$ cat config.mk
export PLATFORM = sky130hd
export DESIGN_NAME = lz_byte_token_decompressor
export DESIGN_NICKNAME = d
export VERILOG_FILES = /design/src/rtl/lzb_pkg.sv /design/src/rtl/lzb_hist_mem.sv /design/src/rtl/lzb_packer.sv /design/src/rtl/lzb_ctrl.sv /design/src/rtl/lz_byte_token_decompressor.sv
export SDC_FILE = /design/constraint.sdc
export NUM_CORES = 2
export LEC_CHECK = 0
export BUFFER_PORTS_ARGS = -buffer_cell sky130_fd_sc_hd__buf_2
export CAP_MARGIN = 10
export CORE_MARGIN = 4
export CORE_UTILIZATION = 50
export CTS_BUF_LIST = sky130_fd_sc_hd__clkbuf_8
export DETAILED_ROUTE_END_ITERATION = 8
export PLACE_DENSITY_LB_ADDON = 0.1
export SETUP_SLACK_MARGIN = 0.15
export SLEW_MARGIN = 20
export SYNTH_ARGS = -nofsm -noshare
export SYNTH_HDL_FRONTEND = slang
export SYNTH_SLANG_ARGS = --single-unit
$ cat constraint.sdc
create_clock -name clk_i -period 9.25 [get_ports clk_i]
set_input_delay 0.4625 -clock clk_i [delete_from_list [all_inputs] [get_ports clk_i]]
set_output_delay 0.4625 -clock clk_i [all_outputs]
set_load 0.005 [all_outputs]
$ cat src/rtl/lzb_pkg.sv
// Shared types and constants for the byte-token LZ decompressor.
// No dependencies; imported by every module of the block.
package lzb_pkg;

  // History ring geometry
  localparam int unsigned HIST_DEPTH = 256;
  localparam int unsigned HIST_AW    = $clog2(HIST_DEPTH);

  // Token decoding
  localparam logic [7:0] LIT_BOUND  = 8'h80;
  localparam logic [8:0] TOKEN_BASE = 9'h100;

  // Output limit after reset
  localparam logic [15:0] LIMIT_RESET = 16'd4096;

  // Output tdata width: byte_a, byte_b, lanes, status, total_len, padded to bytes
  localparam int unsigned OUT_BITS  = 8 + 8 + 2 + 2 + 16;
  localparam int unsigned OUT_TDATA = ((OUT_BITS + 7) / 8) * 8;

  // Sticky stream status
  typedef enum logic [1:0] {
    STAT_OK       = 2'd0,
    STAT_LIMIT    = 2'd1,
    STAT_BAD_DIST = 2'd2,
    STAT_TRUNC    = 2'd3
  } status_e;

  // One byte (or an empty closing entry) handed from sequencer to packer
  typedef struct packed {
    logic        valid;
    logic        has_byte;
    logic [7:0]  data;
    logic        final_byte;
    logic        stream_end;
    status_e     status;
    logic [15:0] total_len;
  } lzb_push_t;

endpackage

$ cat src/rtl/lzb_hist_mem.sv
// History ring memory: one write port, one registered read port.
// Depends on lzb_pkg for depth and address width.
module lzb_hist_mem
  import lzb_pkg::*;
(
  input  logic               clk_i,
  input  logic               we_i,
  input  logic [HIST_AW-1:0] waddr_i,
  input  logic [7:0]         wdata_i,
  input  logic               re_i,
  input  logic [HIST_AW-1:0] raddr_i,
  output logic [7:0]         rdata_o
);

  logic [7:0] mem_q [HIST_DEPTH];
  logic [7:0] rdata_q;

  // Write-first: a read of the address being written returns the new byte
  always_ff @(posedge clk_i) begin
    if (we_i) begin
      mem_q[waddr_i] <= wdata_i;
    end
    if (re_i) begin
      rdata_q <= (we_i && (waddr_i == raddr_i)) ? wdata_i : mem_q[raddr_i];
    end
  end

  assign rdata_o = rdata_q;

endmodule

$ cat src/rtl/lzb_packer.sv
// Pairs decompressed bytes into two-lane results and holds the output register.
// Depends on lzb_pkg for the push struct and status type.
module lzb_packer
  import lzb_pkg::*;
(
  input  logic                 clk_i,
  input  logic                 rst_ni,
  input  lzb_push_t            push_i,
  output logic                 push_ready_o,
  output logic                 out_valid_o,
  input  logic                 out_ready_i,
  output logic [OUT_TDATA-1:0] out_data_o,
  output logic                 out_last_o,
  output logic                 out_end_o
);

  logic        out_valid_q, out_valid_d;
  logic        has_a_q, has_a_d;
  logic [7:0]  a_q;
  logic [7:0]  byte_a_q, byte_b_q;
  logic [1:0]  lanes_q;
  status_e     status_q;
  logic [15:0] total_q;
  logic        run_last_q, end_q;
  logic        hold_first;
  logic        take;

  // First byte of a pair is parked; anything else produces a result
  assign hold_first   = push_i.has_byte && !has_a_q && !push_i.final_byte;
  assign push_ready_o = hold_first || !out_valid_q || out_ready_i;
  assign take         = push_i.valid && push_ready_o;

  always_comb begin
    out_valid_d = out_valid_q;
    has_a_d     = has_a_q;
    if (out_ready_i) begin
      out_valid_d = 1'b0;
    end
    if (take) begin
      if (hold_first) begin
        has_a_d = 1'b1;
      end else begin
        has_a_d     = 1'b0;
        out_valid_d = 1'b1;
      end
    end
  end

  // Control state
  always_ff @(posedge clk_i or negedge rst_ni) begin
    if (!rst_ni) begin
      out_valid_q <= 1'b0;
      has_a_q     <= 1'b0;
    end else begin
      out_valid_q <= out_valid_d;
      has_a_q     <= has_a_d;
    end
  end

  // Payload registers
  always_ff @(posedge clk_i) begin
    if (take && hold_first) begin
      a_q <= push_i.data;
    end
    if (take && !hold_first) begin
      if (has_a_q) begin
        byte_a_q <= a_q;
        byte_b_q <= push_i.has_byte ? push_i.data : 8'd0;
        lanes_q  <= push_i.has_byte ? 2'd2 : 2'd1;
      end else begin
        byte_a_q <= push_i.has_byte ? push_i.data : 8'd0;
        byte_b_q <= 8'd0;
        lanes_q  <= push_i.has_byte ? 2'd1 : 2'd0;
      end
      status_q   <= push_i.status;
      total_q    <= push_i.total_len;
      run_last_q <= push_i.final_byte;
      end_q      <= push_i.stream_end;
    end
  end

  assign out_valid_o = out_valid_q;
  assign out_last_o  = run_last_q;
  assign out_end_o   = end_q;
  assign out_data_o  = {(OUT_TDATA - OUT_BITS)'(0), total_q, status_q, lanes_q,
                        byte_b_q, byte_a_q};

endmodule

$ cat src/rtl/lzb_ctrl.sv
// Sequencer: decodes literal/token/distance bytes and runs the match copy loop.
// Depends on lzb_pkg; drives lzb_hist_mem and lzb_packer.
module lzb_ctrl
  import lzb_pkg::*;
(
  input  logic               clk_i,
  input  logic               rst_ni,
  input  logic               cfg_we_i,
  input  logic [15:0]        cfg_wdata_i,
  input  logic               in_valid_i,
  output logic               in_ready_o,
  input  logic [7:0]         in_byte_i,
  input  logic               in_last_i,
  output logic               mem_we_o,
  output logic [HIST_AW-1:0] mem_waddr_o,
  output logic [7:0]         mem_wdata_o,
  output logic               mem_re_o,
  output logic [HIST_AW-1:0] mem_raddr_o,
  input  logic [7:0]         mem_rdata_i,
  output lzb_push_t          push_o,
  input  logic               push_ready_i
);

  typedef enum logic [1:0] {
    ST_IDLE,
    ST_DECODE,
    ST_EMIT,
    ST_CLOSE
  } state_e;

  state_e             state_q, state_d;
  logic               pending_q, pending_d;
  logic [7:0]         plen_q, plen_d;
  logic [15:0]        prod_q, prod_d;
  status_e            status_q, status_d;
  logic [15:0]        limit_q, limit_d;
  logic [7:0]         cnt_q, cnt_d;
  logic               src_lit_q, src_lit_d;
  logic               last_q;
  logic [7:0]         byte_q;
  logic [HIST_AW-1:0] rptr_q, rptr_d;

  logic               accept;
  logic               is_lit;
  logic               bad_dist;
  logic [15:0]        need;
  logic [15:0]        room;
  logic [7:0]         dec_n;
  logic               reach;
  status_e            fault;
  logic [7:0]         emit_n;
  logic [7:0]         cur_byte;
  logic               final_byte;

  assign in_ready_o = (state_q == ST_IDLE);
  assign accept     = in_valid_i && in_ready_o;

  // Decode arithmetic: room left under the limit and bytes to emit
  assign is_lit   = (byte_q < LIT_BOUND);
  assign bad_dist = (byte_q == 8'd0) || ({8'd0, byte_q} > prod_q) ||
                    (32'(byte_q) > HIST_DEPTH);
  assign need     = pending_q ? {8'd0, plen_q} : 16'd1;
  assign room     = (prod_q < limit_q) ? (limit_q - prod_q) : 16'd0;
  assign dec_n    = (room < need) ? room[7:0] : need[7:0];
  assign reach    = ({1'b0, prod_q} + {1'b0, need}) >= {1'b0, limit_q};

  always_comb begin
    fault  = STAT_OK;
    emit_n = 8'd0;
    priority if (pending_q) begin
      if (bad_dist) begin
        fault = STAT_BAD_DIST;
      end else begin
        fault  = reach ? STAT_LIMIT : STAT_OK;
        emit_n = dec_n;
      end
    end else if (is_lit) begin
      fault  = reach ? STAT_LIMIT : STAT_OK;
      emit_n = dec_n;
    end else if (last_q) begin
      fault = STAT_TRUNC;
    end else begin
      fault = STAT_OK;
    end
  end

  assign cur_byte   = src_lit_q ? byte_q : mem_rdata_i;
  assign final_byte = (cnt_q == 8'd1);

  // Next state, memory and packer control
  always_comb begin
    state_d   = state_q;
    pending_d = pending_q;
    plen_d    = plen_q;
    prod_d    = prod_q;
    status_d  = status_q;
    limit_d   = cfg_we_i ? cfg_wdata_i : limit_q;
    cnt_d     = cnt_q;
    src_lit_d = src_lit_q;
    rptr_d    = rptr_q;

    mem_we_o    = 1'b0;
    mem_waddr_o = prod_q[HIST_AW-1:0];
    mem_wdata_o = cur_byte;
    mem_re_o    = 1'b0;
    mem_raddr_o = rptr_q + HIST_AW'(1);

    push_o            = '0;
    push_o.status     = status_q;
    push_o.total_len  = prod_q;
    push_o.data       = cur_byte;

    unique case (state_q)
      ST_IDLE: begin
        if (accept) begin
          state_d = ST_DECODE;
        end
      end
      ST_DECODE: begin
        if (status_q == STAT_OK) begin
          status_d = fault;
        end
        cnt_d     = emit_n;
        src_lit_d = !pending_q;
        if (pending_q) begin
          pending_d = 1'b0;
          plen_d    = 8'd0;
        end else if (!is_lit && !last_q) begin
          pending_d = 1'b1;
          plen_d    = 8'(TOKEN_BASE - {1'b0, byte_q});
        end
        if (emit_n != 8'd0) begin
          state_d = ST_EMIT;
          if (pending_q) begin
            mem_re_o    = 1'b1;
            mem_raddr_o = prod_q[HIST_AW-1:0] - HIST_AW'(byte_q);
            rptr_d      = mem_raddr_o;
          end
        end else if (last_q) begin
          state_d = ST_CLOSE;
        end else begin
          state_d = ST_IDLE;
        end
      end
      ST_EMIT: begin
        push_o.valid      = 1'b1;
        push_o.has_byte   = 1'b1;
        push_o.final_byte = final_byte;
        push_o.stream_end = final_byte && last_q;
        push_o.total_len  = prod_q + 16'd1;
        if (push_ready_i) begin
          mem_we_o = 1'b1;
          prod_d   = prod_q + 16'd1;
          cnt_d    = cnt_q - 8'd1;
          // Overlapped copy: next read may hit the byte written now
          if (!final_byte && !src_lit_q) begin
            mem_re_o = 1'b1;
            rptr_d   = mem_raddr_o;
          end
          if (final_byte) begin
            state_d = ST_IDLE;
            if (last_q) begin
              prod_d    = 16'd0;
              pending_d = 1'b0;
              plen_d    = 8'd0;
              status_d  = STAT_OK;
            end
          end
        end
      end
      ST_CLOSE: begin
        push_o.valid      = 1'b1;
        push_o.final_byte = 1'b1;
        push_o.stream_end = 1'b1;
        if (push_ready_i) begin
          state_d   = ST_IDLE;
          prod_d    = 16'd0;
          pending_d = 1'b0;
          plen_d    = 8'd0;
          status_d  = STAT_OK;
        end
      end
      default: begin
        state_d = ST_IDLE;
      end
    endcase
  end

  // State and stream bookkeeping
  always_ff @(posedge clk_i or negedge rst_ni) begin
    if (!rst_ni) begin
      state_q   <= ST_IDLE;
      pending_q <= 1'b0;
      plen_q    <= 8'd0;
      prod_q    <= 16'd0;
      status_q  <= STAT_OK;
      limit_q   <= LIMIT_RESET;
      cnt_q     <= 8'd0;
      src_lit_q <= 1'b0;
    end else begin
      state_q   <= state_d;
      pending_q <= pending_d;
      plen_q    <= plen_d;
      prod_q    <= prod_d;
      status_q  <= status_d;
      limit_q   <= limit_d;
      cnt_q     <= cnt_d;
      src_lit_q <= src_lit_d;
    end
  end

  // Input capture and read pointer
  always_ff @(posedge clk_i) begin
    if (accept) begin
      byte_q <= in_byte_i;
      last_q <= in_last_i;
    end
    rptr_q <= rptr_d;
  end

`ifndef SYNTHESIS
  // A history write only happens below the output limit
  a_write_below_limit: assert property (@(posedge clk_i) disable iff (!rst_ni)
    mem_we_o |-> (prod_q < limit_q))
    else $error("history write at or above output limit");

  // The copy loop never runs with an exhausted count
  a_emit_count: assert property (@(posedge clk_i) disable iff (!rst_ni)
    (state_q == ST_EMIT) |-> (cnt_q != 8'd0))
    else $error("emit state with zero byte count");

  // Closing the stream leaves the bookkeeping cleared
  a_stream_clear: assert property (@(posedge clk_i) disable iff (!rst_ni)
    (push_o.valid && push_ready_i && push_o.stream_end) |=>
      (!pending_q && (prod_q == 16'd0) && (status_q == STAT_OK)))
    else $error("stream state not cleared after stream end");

  // A stored match length is always one to 128
  a_plen_range: assert property (@(posedge clk_i) disable iff (!rst_ni)
    pending_q |-> ((plen_q != 8'd0) && (plen_q <= 8'd128)))
    else $error("pending match length out of range");
`endif

endmodule

$ cat src/rtl/lz_byte_token_decompressor.sv
// Top level of the byte-token LZ decompressor: stream ports and config register.
// Depends on lzb_pkg, lzb_ctrl, lzb_hist_mem and lzb_packer.
//
// One compressed byte per input transaction. A literal (below 0x80) is accepted,
// decoded and then emitted. A match token is accepted and decoded and produces
// nothing; its distance byte is accepted and decoded, then the copy loop reads
// and writes the 256-byte history RAM one byte per cycle while the output is not
// stalled. Bytes leave in pairs, so a match yields one result per two bytes. A
// final byte that emits nothing is followed by an empty closing result. Output
// backpressure stalls the copy loop; a finished result waits in the output
// register while the next input transaction is accepted. output_limit is written
// through cfg_we_i/cfg_wdata_i and must only change while the block is idle. No
// clearing pass after reset.
module lz_byte_token_decompressor
  import lzb_pkg::*;
(
  input  logic                 clk_i,
  input  logic                 rst_ni,
  // Configuration: output_limit
  input  logic                 cfg_we_i,
  input  logic [15:0]          cfg_wdata_i,
  // Compressed input
  input  logic                 s_axis_tvalid,
  output logic                 s_axis_tready,
  input  logic [7:0]           s_axis_tdata,  // [7:0] in_byte
  input  logic                 s_axis_tlast,  // in_last
  // Decompressed output
  output logic                 m_axis_tvalid,
  input  logic                 m_axis_tready,
  // [7:0] byte_a, [15:8] byte_b, [17:16] lanes, [19:18] status,
  // [35:20] total_len, upper bits zero
  output logic [OUT_TDATA-1:0] m_axis_tdata,
  output logic                 m_axis_tlast,  // run_last
  output logic                 m_axis_tuser   // [0] stream_end
);

  logic               mem_we;
  logic [HIST_AW-1:0] mem_waddr;
  logic [7:0]         mem_wdata;
  logic               mem_re;
  logic [HIST_AW-1:0] mem_raddr;
  logic [7:0]         mem_rdata;
  lzb_push_t          push;
  logic               push_ready;

  // Sequencer
  lzb_ctrl u_ctrl (
    .clk_i        (clk_i),
    .rst_ni       (rst_ni),
    .cfg_we_i     (cfg_we_i),
    .cfg_wdata_i  (cfg_wdata_i),
    .in_valid_i   (s_axis_tvalid),
    .in_ready_o   (s_axis_tready),
    .in_byte_i    (s_axis_tdata),
    .in_last_i    (s_axis_tlast),
    .mem_we_o     (mem_we),
    .mem_waddr_o  (mem_waddr),
    .mem_wdata_o  (mem_wdata),
    .mem_re_o     (mem_re),
    .mem_raddr_o  (mem_raddr),
    .mem_rdata_i  (mem_rdata),
    .push_o       (push),
    .push_ready_i (push_ready)
  );

  // History ring
  lzb_hist_mem u_hist (
    .clk_i   (clk_i),
    .we_i    (mem_we),
    .waddr_i (mem_waddr),
    .wdata_i (mem_wdata),
    .re_i    (mem_re),
    .raddr_i (mem_raddr),
    .rdata_o (mem_rdata)
  );

  // Byte pairing and output register
  lzb_packer u_packer (
    .clk_i        (clk_i),
    .rst_ni       (rst_ni),
    .push_i       (push),
    .push_ready_o (push_ready),
    .out_valid_o  (m_axis_tvalid),
    .out_ready_i  (m_axis_tready),
    .out_data_o   (m_axis_tdata),
    .out_last_o   (m_axis_tlast),
    .out_end_o    (m_axis_tuser)
  );

endmodule
### After elaboration in Yosys (flattened, before gate mapping)

Memories as Yosys holds them, arrays and structs flattened. A register that Yosys moved wholly into a read port is not among the register bits.
Index checks and enable logic that the tools add are counted.

* add/subtract/negate cells: 7
* order comparisons: 5
* equality and inequality tests: 14
* multiplexer cells: 74
* reductions and logical operators: 36

Operators with widths (count)
* two-way mux 8 bit: 22
* two-way mux 16 bit: 6
* less-than comparator 16 bit: 2
* one-hot mux 16 bit (2 select lines): 1
* one-hot mux 8 bit (2 select lines): 2
* two-way mux 2 bit: 15
* one-hot mux 8 bit (3 select lines): 1
* two-way mux 1 bit: 22
* adder 16 x 16 -> 17 bit: 1
* greater-or-equal comparator 17 x 16 -> 1 bit: 1
* adder 16 x 1 -> 16 bit (second input constant): 1
* greater-than comparator 8 x 16 -> 1 bit: 1
* inequality test 2 x 1 -> 1 bit (second input constant): 8
* subtractor 16 bit: 1
* AND reduction 6 bit: 2
* AND reduction 5 bit: 2
* logical AND 1 bit: 9
* zero test 1 bit: 9
* adder 8 x 1 -> 8 bit (second input constant): 1
* == test 8 x 1 -> 1 bit (second input constant): 1
* zero test 8 bit: 1
* less-than comparator 8 bit (second input constant): 1
* one-hot mux 2 bit (4 select lines): 1
* nonzero test 8 bit: 1
* 19 further kinds: 24

* register bits: 119
* memory bits (writable): 2048
* bits of input ports: 30
* output and inout port bits: 44
* word-level logic and storage cells: 158
* memories kept: 1

Memory list
* u_hist.mem_q: depth 256, bits a word 8, rd ports 1, clocked after memory_dff 1, wr ports 1, RTL line lzb_hist_mem.sv:15 `logic [7:0] mem_q [HIST_DEPTH];`

### Longest topological paths before layout

* depth after elaboration: 11
* gate-level depth with buffers: 34
* gate-level depth less buffers: 27

### Modules after synthesis

Synthesis repeated with hierarchy kept, for this count alone.

* cell total of the unflattened synthesis: 4895
* area, all modules: 88188.3 µm²

By module, submodules not included
* lzb_hist_mem: instances 1, cells each 4007, area each 79832.8 µm², sequential area each 61739.2 µm²
* lzb_ctrl: instances 1, cells each 797, area each 6637.6 µm², sequential area each 1863.0 µm²
* lzb_packer: instances 1, cells each 91, area each 1717.9 µm², sequential area each 1431.4 µm²

### Worst setup path before layout

Ideal clock, no wire load.

* kind: reg-to-reg
* start: register u_ctrl.prod_q[4]
* end: register u_hist.rdata_q[6] (netlist: u_hist.rdata_o[6]) (read register of u_hist.mem_q) (data pin)
* library setup time: 0.256 ns
* arrival time: 5.914 ns
* data required time: 8.994 ns
* setup slack: 3.080 ns
* cell stages (with the launch flop): 28
* path buffers: 6
* period minus slack after synthesis: 6.170 ns
* cell sequence: dfrtp_1 clkbuf_1 inv_1 ha_1 clkbuf_1 nand3_1 o211ai_1 a21oi_1 and2_1 or2_2 clkbuf_1 nor2_1 ha_1 a21o_1 a21o_1 a31oi_1 a41oi_1 a21oi_4 buf_4 buf_4 mux2i_1 buf_2 o221ai_1 a21oi_1 nor4_1 or4b_1 nand4b_1 and4_1

* word-level cells in the longest chain between the ends: 9
* elaborated cells between the ends (all ways): 17
* classes of those cells: add/sub: 2; order compare: 3; mux: 10; reduce/logical: 2

Ends and longest elaborated chain
* start, declared: RTL line lzb_ctrl.sv:34 `logic [15:0] prod_q, prod_d;`
* start signal, assigned: RTL line lzb_ctrl.sv:204 `prod_q <= prod_d;`
* subtractor 16 bit or less-than comparator 16 bit (tied branches): RTL line lzb_ctrl.sv:63 `assign room = (prod_q < limit_q) ? (limit_q - prod_q) : 16'd0;`
* two-way mux 16 bit: RTL line lzb_ctrl.sv:63
* less-than comparator 16 bit: RTL line lzb_ctrl.sv:64 `assign dec_n = (room < need) ? room[7:0] : need[7:0];`
* two-way mux 8 bit: RTL line lzb_ctrl.sv:64
* two-way mux 8 bit, on equally long branches: RTL line lzb_ctrl.sv:77, lzb_ctrl.sv:71
* two-way mux 8 bit: RTL line lzb_ctrl.sv:70 `priority if (pending_q) begin`
* nonzero test 8 bit: RTL line lzb_ctrl.sv:132 `if (emit_n != 8'd0) begin`
* two-way mux 1 bit or two-way mux 8 bit (tied branches): RTL line lzb_ctrl.sv:132
* one-hot mux 1 bit (2 select lines) or two-way mux 8 bit (tied branches): RTL line lzb_ctrl.sv:113 `unique case (state_q)`
* end, declared: RTL line lzb_hist_mem.sv:16 `logic [7:0] rdata_q;`

Several ways; a longest one is shown, not always the timed one.
A chain may end at the register's enable or synchronous reset.

### Worst setup path after layout

* start: register u_ctrl.prod_q[3]
* end: register u_hist.rdata_q[6] (netlist: u_hist.rdata_o[6]) (read register of u_hist.mem_q) (data pin)

Same word-level chain as after synthesis.

==> parameters.txt <==
Parameter                              Value

Route
  Initial drt markers    7768
  Overall routed net length    289000 um
  Number of nets with antenna violations after detailed routing    0
  Remaining routing DRC violations    0
  Via-per-instance ratio    6.18
  Count of TritonRoute iterations in the first routing pass    6
  Vias post-DR    60500
  Average detailed-routed wire length per instance    about 30 um

GRT
  Global router's overall resource usage    0.302
  Wire length of the first global-routing pass    412000 um
  Gr ovfl total    0
  Initial antenna violation count    18
  Largest net degree at the start of global routing    between 100 and 150
  Number of global-route vias before repair    57100

Critical path
  Start of the worst register-to-register path    u_ctrl.prod_q[3]
  Worst EP arrival    9.50 ns
  Worst setup startpoint    u_ctrl.prod_q[3]
  Reg2Reg Capture Point    u_hist.rdata_o[6]
  Critical path peak fanout    109
  Startpoint-to-endpoint class of the critical path    flop to flop
  R2r worst-path depth    26
  CP endpoint kind    flop
  Required time of the critical path    approximately 10 ns
  R2r setup slk    0.64 ns
  Element type at the critical path start    flop
  Timing endpoint of the critical path    u_hist.rdata_o[6]

Pwr
  Clock power share    0.202
  Switch share    0.452
  Internal power contribution    slightly above 20000 uW
  Net switching power    17000 uW
  PwrDens    372 nW/um^2
  Seq pwr share    0.329
  Max VDD drop    708 uV
  Part of the power in combinational logic    0.470
  Leakage power total    0.0354 uW

Finish
  Flip-flop and latch area    between 60000 and 70000 um^2
  Filler cell count in the final layout    14900
  Final core area utilization    0.560
  Area overhead of the layout relative to synthesis    11.4%
  Most common cell after layout, fill and taps aside    edfxtp_1
  Area taken by multi-input logic gates    23700 um^2
  Most used cells in the layout excluding fill and tap cells    2119 x edfxtp_1, 1474 x nand2_1, 473 x nand3_1
  NumNets Final    7250
  Fraction of layout instances using a drive strength above 1    0.101

CTS
  Worst-path clk slew    0.06 ns
  Number of clock buffers inserted by TritonCTS    370
  Clock tree from TritonCTS    built
  Source-to-sink clock delay at the later pin of the worst-skew pair    between 1 and 1.5 ns
  Sink Count    2175
  Number of buffers on the longest clock path    4
  Root buffer cell    clkbuf_8
  Max H-tree Level    5

Timing
  Final hold vios    0
  Upper clock frequency limit    0.116 GHz
  Final clock skew    0.0694 ns
  Worst max-slew margin expressed relative to the limit    0.138
  Pins over their slew limit    0
  Tmin final    8.61 ns
  Period utilization    0.931
  Unrepaired setup endpoints after global routing    false
  Worst slew pin tran    1.29 ns
  Sum of negative setup slack    0 ns
  Number of failing setup endpoints in the final timing report    0

Job
  Max-cap viol count    0

Floorplanning
  I/O pin total    74
  Total Die Area    189000 um^2
  Chip Width    around 430 um
  Placeable core area    around 180000 um^2
  Height of the die    434 um
  Starting utilization of the core area    0.503
  Placement Rows    roughly 160

Yosys
  Most frequently used flop master after synthesis    edfxtp_1
  Cell type with the largest total area after synthesis    edfxtp_1
  Summed instance area of the synthesized netlist    90900 um^2
  Top cell type's share of synthesized area    0.700
  Proportion of synthesized chip area in sequential cells    0.716
  Adder-Cell Fraction of Synth Area    0.0111
  Post-synth ARST share    0.0257
  Count of yosys warnings during synthesis    0
  Synthesized area divided by synthesized cell count    13.2 um^2
  Post-synthesis simple-gate area fraction    0.122
  Synthesized-area fraction occupied by ao, oa, aoi and oai cells    0.0713
  Main area contributors after synthesis    edfxtp_1 70%, nand2_1 6.1%, mux2i_1 4.5%, nand3_1 2.6%, a21oi_1 2.0%
  Multiplexer share of the synthesized area    0.0474
  EDFF count, synth    2119
  Fraction of synthesized cell area in xor and xnor cells    0.00675
  Yosys reg bits    2175
  Dominant combinational cell family by area after synthesis    simple AND/OR/NAND/NOR gates
  Number of unique standard cell types used by synthesis    80
  Number of instances in the synthesized netlist    6879

Outcome
  Run status    completed

Place
  Port buffer count    between 60 and 70
  Placed wire-length estimate    ~180000 um
  Final weighted congestion in routability-driven placement    0.925

Hold path
  Class of the most critical hold timing path    primary input to async pin
per-layer routing:
| metal | global-route usage | wire length, um |
|---|---|---|
| met1 | 0.422 | 117000 |
| met3 | 0.0692 | 28600 |
| met5 | 0 | 60 |
| met4 | 0.122 | 12500 |
| met2 | 0.460 | 130000 |
worst min-delay path by stage:
stage                                 to  depth (start not counted)  slack (ns)                from
floorplan                u_ctrl.cnt_q[0]                          0        0.17              rst_ni
global placement    u_packer.status_q[1]                          0        0.48  u_ctrl.status_q[1]
detailed placement  u_packer.status_q[1]                          0        0.48  u_ctrl.status_q[1]
CTS                        u_ctrl.last_q                          2        0.04        s_axis_tlast
global route               u_ctrl.last_q                          2        0.11        s_axis_tlast
finish                u_ctrl.limit_q[10]                          3        0.14              rst_ni
sequential cells by signal, indices dropped and copies added, names as in the netlist:
name	flops
u_packer.byte_a_q	8
u_hist.rdata_o	8
u_packer.out_end_o	1
u_ctrl.plen_q	8
u_packer.out_last_o	1
u_ctrl.pending_q	1
u_packer.a_q	8
u_packer.status_q	2
u_ctrl.rptr_q	8
u_packer.has_a_q	1
u_ctrl.cnt_q	8
u_packer.byte_b_q	8
u_ctrl.limit_q	16
u_ctrl.status_q	2
u_packer.total_q	16
u_hist.mem_q	2048
u_ctrl.prod_q	16
u_ctrl.byte_q	8
u_packer.lanes_q	2
u_ctrl.src_lit_q	1
u_ctrl.last_q	1
u_packer.out_valid_o	1
u_ctrl.state_q	2
critical path, stage by stage, from the launching register on:
cell and delay, ns:
dfrtp_1 0.56, clkinv_1 0.36, ha_1 0.51, nand3_1 0.14, or3_1 0.40, nor4_1 0.33
a21oi_1 0.16, and2_1 0.19, ha_1 0.29, a211oi_1 0.34, nand2_1 0.10, nor2_1 0.10
nand3_1 0.09, a31oi_1 0.27, a41oi_1 0.25, a21oi_4 0.40, buf_4 0.39, mux2i_4 0.58
buf_12 0.42, buf_4 0.37, nand2_1 0.09, nand3_1 0.11, a21oi_1 0.08, or4_1 0.76
o311a_1 0.40, nand4b_1 0.26, and4_1 0.28
power by group through the flow:
stage	Combinational, uW	Sequential (uW)	Clock (uW)
4_1_cts	17300	12400	7690
3_5_place_dp	17300	12600	0
6_report	17700	12400	7600
3_3_place_gp	17200	12600	0
2_1_floorplan	9620	12800	0
5_1_grt	18500	12400	8160
synth_stat cells (46+ instances only):
| master | instances |
|---|---|
| edfxtp_1 | 2119 |
| nand2_1 | 1486 |
| nand3_1 | 473 |
| mux2i_1 | 408 |
| nor2_1 | 365 |
| a21oi_1 | 361 |
| clkbuf_1 | 173 |
| o221ai_1 | 162 |
| o21ai_0 | 141 |
| buf_2 | 137 |
| inv_1 | 78 |
| a31oi_1 | 76 |
| ha_1 | 76 |
| nor3_1 | 76 |
| buf_1 | 65 |
| xnor2_1 | 57 |
| dfrtp_1 | 55 |
| and3_1 | 48 |
| buf_4 | 47 |
| nand4_1 | 46 |
layout make-up:
cell class | instances | share of cell area
clock buffers | 375 | 0.0510
inverters | 79 | 0.00352
well taps | 2370 | 0.0293
clock inverters | 257 | 0.0106
repair buffers | 320 | 0.0285
flip-flops and latches | 2175 | 0.642
multi-input cells | 4195 | 0.234
diodes | 11 | 0.000272
logic make-up after synthesis:
kind of cell / count (synthesis)
compound gates: 1005
xor+xnor: 70
fa+ha+maj: 79
buf+inv: 512
flops: 2175
mux: 426
other cells: 1
simple gates: 2611
repair_timing:
item | in CTS | in global routing
gates resized for setup | 0 | 4
hold endpoints to repair | 93 | 0
buffers inserted | 0 | 4
setup endpoints to repair | 0 | 6
hold buffers | 60 | 0
through the flow:
stage	setup slack, ns	hold slack (ns)	instances	power (uW)	cell area [um^2]
2_1_floorplan	3.08	0.167	6882	22400	90900
3_3_place_gp	0.272	0.477	9071	29800	94200
3_5_place_dp	0.506	0.484	9074	29900	94300
4_1_cts	0.470	0.0422	9766	37400	101000
5_1_grt	0.187	0.108	9774	39000	101000
6_report	0.640	0.140	9782	37700	101000
Note: power is estimated with default switching activity, not from simulation.
